[config.mk]
export PLATFORM = sky130hd
export DESIGN_NAME = mrbvt_update
export DESIGN_NICKNAME = d
export VERILOG_FILES = /design/src/mrbvt_pkg.sv /design/src/mrbvt_update.sv
export SDC_FILE = /design/constraint.sdc
export NUM_CORES = 1
export LEC_CHECK = 0
export ABC_AREA = 1
export BUFFER_PORTS_ARGS = -buffer_cell sky130_fd_sc_hd__buf_4
export CAP_MARGIN = 20
export CORE_ASPECT_RATIO = 1.2
export CORE_MARGIN = 1
export CORE_UTILIZATION = 41
export DETAILED_ROUTE_END_ITERATION = 7
export PLACE_DENSITY = 0.79
export SYNTH_ARGS = -nofsm -noshare
export SYNTH_HDL_FRONTEND = slang
export SYNTH_SLANG_ARGS = --single-unit
[constraint.sdc]
create_clock -name vclk -period 2.1
set_input_delay 0 -clock vclk [all_inputs]
set_output_delay 0 -clock vclk [all_outputs]
set_load 0.005 [all_outputs]
[src/mrbvt_pkg.sv]
// Package with the word types, record type and constants of the byte variation tracker.
`default_nettype none

package mrbvt_pkg;

  localparam int OFFSET_W = 9;
  localparam int VALUE_W  = 8;
  localparam int COUNT_W  = 8;
  localparam int TOTAL_W  = 10;

  localparam logic [COUNT_W-1:0] COUNT_MAX = '1;
  localparam logic [TOTAL_W-1:0] TOTAL_MAX = '1;

  localparam logic MODE_BASELINE = 1'b0;
  localparam logic MODE_LATER    = 1'b1;

  typedef struct packed {
    logic                mode;
    logic [OFFSET_W-1:0] offset;
    logic [VALUE_W-1:0]  value;
  } in_t;

  typedef struct packed {
    logic [OFFSET_W-1:0] byte_offset;
    logic [VALUE_W-1:0]  first_value;
    logic [VALUE_W-1:0]  low_value;
    logic [VALUE_W-1:0]  high_value;
    logic [COUNT_W-1:0]  reads_seen;
    logic [COUNT_W-1:0]  changes_seen;
    logic                byte_fuzzy;
    logic [TOTAL_W-1:0]  fuzzy_total;
    logic                protected_flag;
  } out_t;

  typedef struct packed {
    logic [VALUE_W-1:0] first_value;
    logic [VALUE_W-1:0] low_value;
    logic [VALUE_W-1:0] high_value;
    logic [COUNT_W-1:0] reads;
    logic [COUNT_W-1:0] changes;
    logic               fuzzy;
  } rec_t;

  function automatic logic [COUNT_W-1:0] sat_inc(input logic [COUNT_W-1:0] c);
    return (c == COUNT_MAX) ? COUNT_MAX : c + COUNT_W'(1);
  endfunction

endpackage

`default_nettype wire

[src/mrbvt_update.sv]
// Record update for one byte position and the running fuzzy-byte total.
`default_nettype none

module mrbvt_update (
  input  mrbvt_pkg::in_t                    item,
  input  logic                              in_range,
  input  mrbvt_pkg::rec_t                   old_rec,
  input  logic [mrbvt_pkg::TOTAL_W-1:0]     total,
  output mrbvt_pkg::rec_t                   new_rec,
  output logic [mrbvt_pkg::TOTAL_W-1:0]     total_new
);
  import mrbvt_pkg::*;

  always_comb begin
    new_rec   = old_rec;
    total_new = total;
    if (in_range) begin
      if (item.mode == MODE_BASELINE) begin
        if (item.offset == '0) begin
          total_new = '0;
        end
        new_rec.first_value = item.value;
        new_rec.low_value   = item.value;
        new_rec.high_value  = item.value;
        new_rec.reads       = COUNT_W'(1);
        new_rec.changes     = COUNT_W'(1);
        new_rec.fuzzy       = 1'b0;
      end else begin
        new_rec.reads = sat_inc(old_rec.reads);
        if (item.value < old_rec.low_value) begin
          new_rec.low_value = item.value;
          new_rec.changes   = sat_inc(new_rec.changes);
        end
        if (item.value > old_rec.high_value) begin
          new_rec.high_value = item.value;
          new_rec.changes    = sat_inc(new_rec.changes);
        end
        if ((new_rec.low_value != new_rec.high_value) && !old_rec.fuzzy) begin
          new_rec.fuzzy = 1'b1;
          if (total != TOTAL_MAX) begin
            total_new = total + TOTAL_W'(1);
          end
        end
      end
    end
  end

endmodule

`default_nettype wire

After elaboration in Yosys (flattened, before gate mapping)
Cells that the tools add are included.
{"block": "totals", "register_bits": 0, "output_inout_bits": 51, "in_bits": 70}
{"block": "classes", "n_reduce_logical": 3, "add_sub_neg": 4, "order_cmp": 2, "n_eq_ne": 5, "n_mux": 22}
{"operator": "8-bit two-way mux", "n": 14}
{"operator": "10-bit two-way mux", "n": 5}
{"operator": "41-bit two-way mux", "n": 1}
{"operator": "33-bit two-way mux", "n": 1}
{"operator": "8-bit by 1-bit adder with 8-bit output, second input constant", "n": 3}
{"operator": "8-bit == test, second input constant", "n": 3}
{"operator": "10-bit by 1-bit adder with 10-bit output, second input constant", "n": 1}
{"operator": "10-bit != test, second input constant", "n": 1}
{"operator": "9-bit logical NOT", "n": 1}
{"operator": "8-bit > comparator", "n": 1}
{"operator": "8-bit < comparator", "n": 1}
{"operator": "8-bit != test", "n": 1}
{"operator": "1-bit logical AND", "n": 1}
{"operator": "1-bit logical NOT", "n": 1}
{"operator": "1-bit two-way mux", "n": 1}

Logic depth before layout (Yosys ltp)
{"block": "logic_depth", "depth_word": 10, "ltp_mapped": 25, "ltp_nobuf": 24}

Least setup slack after synthesis
OpenSTA, ideal clock, no wires.
{"block": "synth_timing", "path_kind": "in2out", "from": "input port old_rec[32] (netlist bit)", "to": "output port new_rec[1] (netlist bit)", "slack_ns": 0.132, "t_arrival_ns": 1.968, "t_required_ns": 2.100, "stages": 18, "cell_sequence": "inv_1 -> ha_1 -> a21oi_1 -> o21a_1 -> nand2_4 -> inv_2 -> buf_2 -> nand3_1 -> o21ai_0 -> inv_1 -> ha_1 -> inv_1 -> nor2_1 -> nand3_1 -> nor2_2 -> nand2_1 -> a21oi_1 -> or2_1"}
{"item": "start: declaration", "line_no": "mrbvt_update.sv:7", "rtl": "input mrbvt_pkg::rec_t old_rec,"}
{"item": "end: declaration", "line_no": "mrbvt_update.sv:9", "rtl": "output mrbvt_pkg::rec_t new_rec,"}

Final worst setup path
{"block": "layout_timing", "from": "input port old_rec[19] (netlist bit)", "to": "output port total_new[6] (netlist bit)"}
{"block": "layout_via", "elab_chain_len": 9}
{"item": "8-bit > comparator", "line_no": "mrbvt_update.sv:34", "rtl": "if (item.value > old_rec.high_value) begin"}
{"item": "8-bit two-way mux *", "line_no": "mrbvt_update.sv:34"}
{"item": "8-bit two-way mux *", "line_no": "mrbvt_update.sv:18", "rtl": "if (item.mode == MODE_BASELINE) begin"}
{"item": "8-bit two-way mux *", "line_no": "mrbvt_update.sv:17", "rtl": "if (in_range) begin"}
{"item": "8-bit != test *", "line_no": "mrbvt_update.sv:38", "rtl": "if ((new_rec.low_value != new_rec.high_value) && !old_rec.fuzzy) begin"}
{"item": "1-bit logical AND *", "line_no": "mrbvt_update.sv:38"}
{"item": "10-bit two-way mux *", "line_no": "mrbvt_update.sv:38"}
{"item": "10-bit two-way mux *", "line_no": "mrbvt_update.sv:18"}
{"item": "10-bit two-way mux *", "line_no": "mrbvt_update.sv:17"}
{"item": "end: declaration", "line_no": "mrbvt_update.sv:10", "rtl": "output logic [mrbvt_pkg::TOTAL_W-1:0] total_new"}
Every way passes the cells marked *; elsewhere a longest branch is shown, timed or not. The select of a mux whose other input is x is not followed.

==> flow_metrics.tcl <==
set metrics [dict create \
    outcome "finished, violations left" \
    violations "setup timing" \
    yosys_warnings 0 \
    antenna_left 0 \
    coreArea_mm2 0.00605 \
    power.density_mw_per_mm2 283 \
    setup_violations 13 \
    timing.setup.tns_ns -0.356 \
    start_util 0.423 \
    post-route-min-period_ns 2.18 \
    die_height_um 88.6 \
    postCtsHoldBufs 0 \
    synthDistinctLibCells 37 \
    hold_slack_ns 0.259 \
    max_cap_violations 0 \
    pin_count 121 \
    place_hpwl_um 7480 \
    drt_iter0_drc 236 \
    vdd_drop_max_v 0.000186 \
    grt_usage 0.293 \
    ys_seq_area_frac 0 \
    hp-class "in2out" \
    io_buffers 121 \
    grt_max_degree 31 \
    max_freq_ghz 0.460 \
    hold_depth 4 \
    synth_nets 608 \
    slowest_stage "ha_4" \
    worstPathArrival_ns 2.18 \
    syn_area_mm2 0.00256 \
    timing.final.ws_setup_ns -0.0761 \
    grt_pass1_wl_um 15600 \
    crit_path_cell_trace "buf_4 -> inv_2 -> ha_4 -> nand2_2 -> inv_2 -> nand2_1 -> nand2_1 -> nand2_2 -> nand2_8 -> buf_8 -> nand3_1 -> nand2_1 -> nand2_1 -> nand2_1 -> nand2_2 -> nor2_4 -> nand2_4 -> nand2_4 -> inv_4 -> nand2_2 -> nand3_2 -> o21ai_1 -> buf_4" \
    seqCellArea_um2 0 \
    routed_via_density 5.43 \
    die_w_um 74.2 \
    syn_inst 519 \
    die_area_mm2 0.00657 \
    finalHoldViolCount 0 \
    grt_pass1_vias 3748 \
    antenna_found_initial 0 \
    final_common_cell "buf_4" \
    cp_data_required_time_ns 2.10 \
    cpMostUsedCell "nand2_1" \
    seq_cell_count 0 \
    end_kind "primary output" \
    slowest_delay_ns 0.26 \
    crit_type "in2out" \
    rows 31 \
    drive_gt1_frac 0.469 \
    dr_total_vias 4195 \
    num-nets-final 782 \
    crit_path_start_kind "input port" \
    drv_slew 0 \
    syn_to_final_growth_pct 83.9 \
    wl_um 11400 \
    leakage_nw 2.51 \
    wl_per_cell_um 14.8 \
    drc 0 \
    rsz0062_at_grt "yes" \
    crit_fanout 7 \
    worst_pin_slew_ns 0.643 \
    diodes 0 \
    period_share 1.04 \
    relSlewSlack 0.571 \
    fin_cells 773 \
    placedCellCount 758 \
    clkbuf_count 0 \
    gp_congestion 0.887 \
    grt.overflow.total 0 \
    final_cell_mix "buf_4, nand2_1, inv_1" \
    drt_pass1_iterations 5 \
    nFillCells 457 \
    avgSynthCellArea_um2 4.94 \
]
## area by class of cell
| cell class | count | area (µm²) | share of cell area |
|---|---|---|---|
| repair buffers | 185 | 1520 | 0.322 |
| multi-input cells | 415 | 2710 | 0.574 |
| well taps | 82 | 103 | 0.0218 |
| inverters | 91 | 384 | 0.0815 |
## where the power goes
| group | switching, W | total, W | internal, W |
|---|---|---|---|
| sequential | 0 | 0 | 0 |
| clock | 0 | 0 | 0 |
| combinational | 0.000705 | 0.00134 | 0.000631 |
## critical path: cells and delay by family
family	cells	cell delay, ns
AOI/OAI and AO/OA	1	0.11
adders and majority gates	1	0.26
buffers and inverters	6	0.57
and+or+nand+nor	15	1.23
## repair_timing
action                     CTS  global route
buffers inserted             8             7
setup endpoints to repair   18            19
gates resized for setup     54           145
gates cloned                 1             1
pin swaps                   28            59
## worst paths after layout
path                  slack [ns]         from           end
worst min-delay path        0.26  old_rec[38]   new_rec[38]
worst max-delay path       -0.08  old_rec[19]  total_new[6]
## metal layers
layer | routed length [µm] | track usage
met3 | 869 | 0.0262
met5 | 0 | 0
met2 | 5960 | 0.574
met4 | 486 | 0.117
met1 | 4120 | 0.314
## cell families (layout without fill, tap and decap cells)
group	after synthesis	after routing	share of synthesized area
AND/OR/NAND/NOR	302	304	0.507
buffers and inverters	106	276	0.173
XOR/XNOR	8	8	0.0273
AO/OA/AOI/OAI	84	84	0.200
adder cells (fa/ha/maj)	19	19	0.0928
## through the flow
| stage | setup slack, ns | util | power [W] | cell area (µm²) |
|---|---|---|---|---|
| 6_report | -0.0761 | 0.779 | 0.00134 | 4710 |
| 5_1_grt | -0.204 | 0.779 | 0.00144 | 4710 |
| 4_1_cts | -0.0505 | 0.683 | 0.00108 | 4140 |
| 3_5_place_dp | -0.194 | 0.637 | 0.000991 | 3850 |
| 3_3_place_gp | -0.120 | 0.637 | 0.000970 | 3850 |
| 2_1_floorplan | 0.132 | - | 0.000532 | 2560 |
## cell usage after synthesis (2+ instances only)
library cell,count,area share
nand2_1,197,0.29
inv_1,87,0.13
nand3_1,40,0.078
nor2_1,30,0.044
o21ai_0,27,0.053
ha_1,19,0.093
o21ai_1,16,0.031
o221ai_1,16,0.055
a21oi_1,12,0.023
nor3_1,10,0.020
xor2_1,8,0.027
buf_6,5,0.022
clkbuf_1,5,0.0073
nand2_2,5,0.012
nor2_2,5,0.012
nand2_4,4,0.018
nand4_1,4,0.0098
buf_2,3,0.0059
a211oi_1,2,0.0059
clkinv_1,2,0.0029
inv_2,2,0.0029
nor4_1,2,0.0049
o211ai_1,2,0.0059
o22ai_1,2,0.0049
o31ai_1,2,0.0059
(Power assumes the default switching activity.)
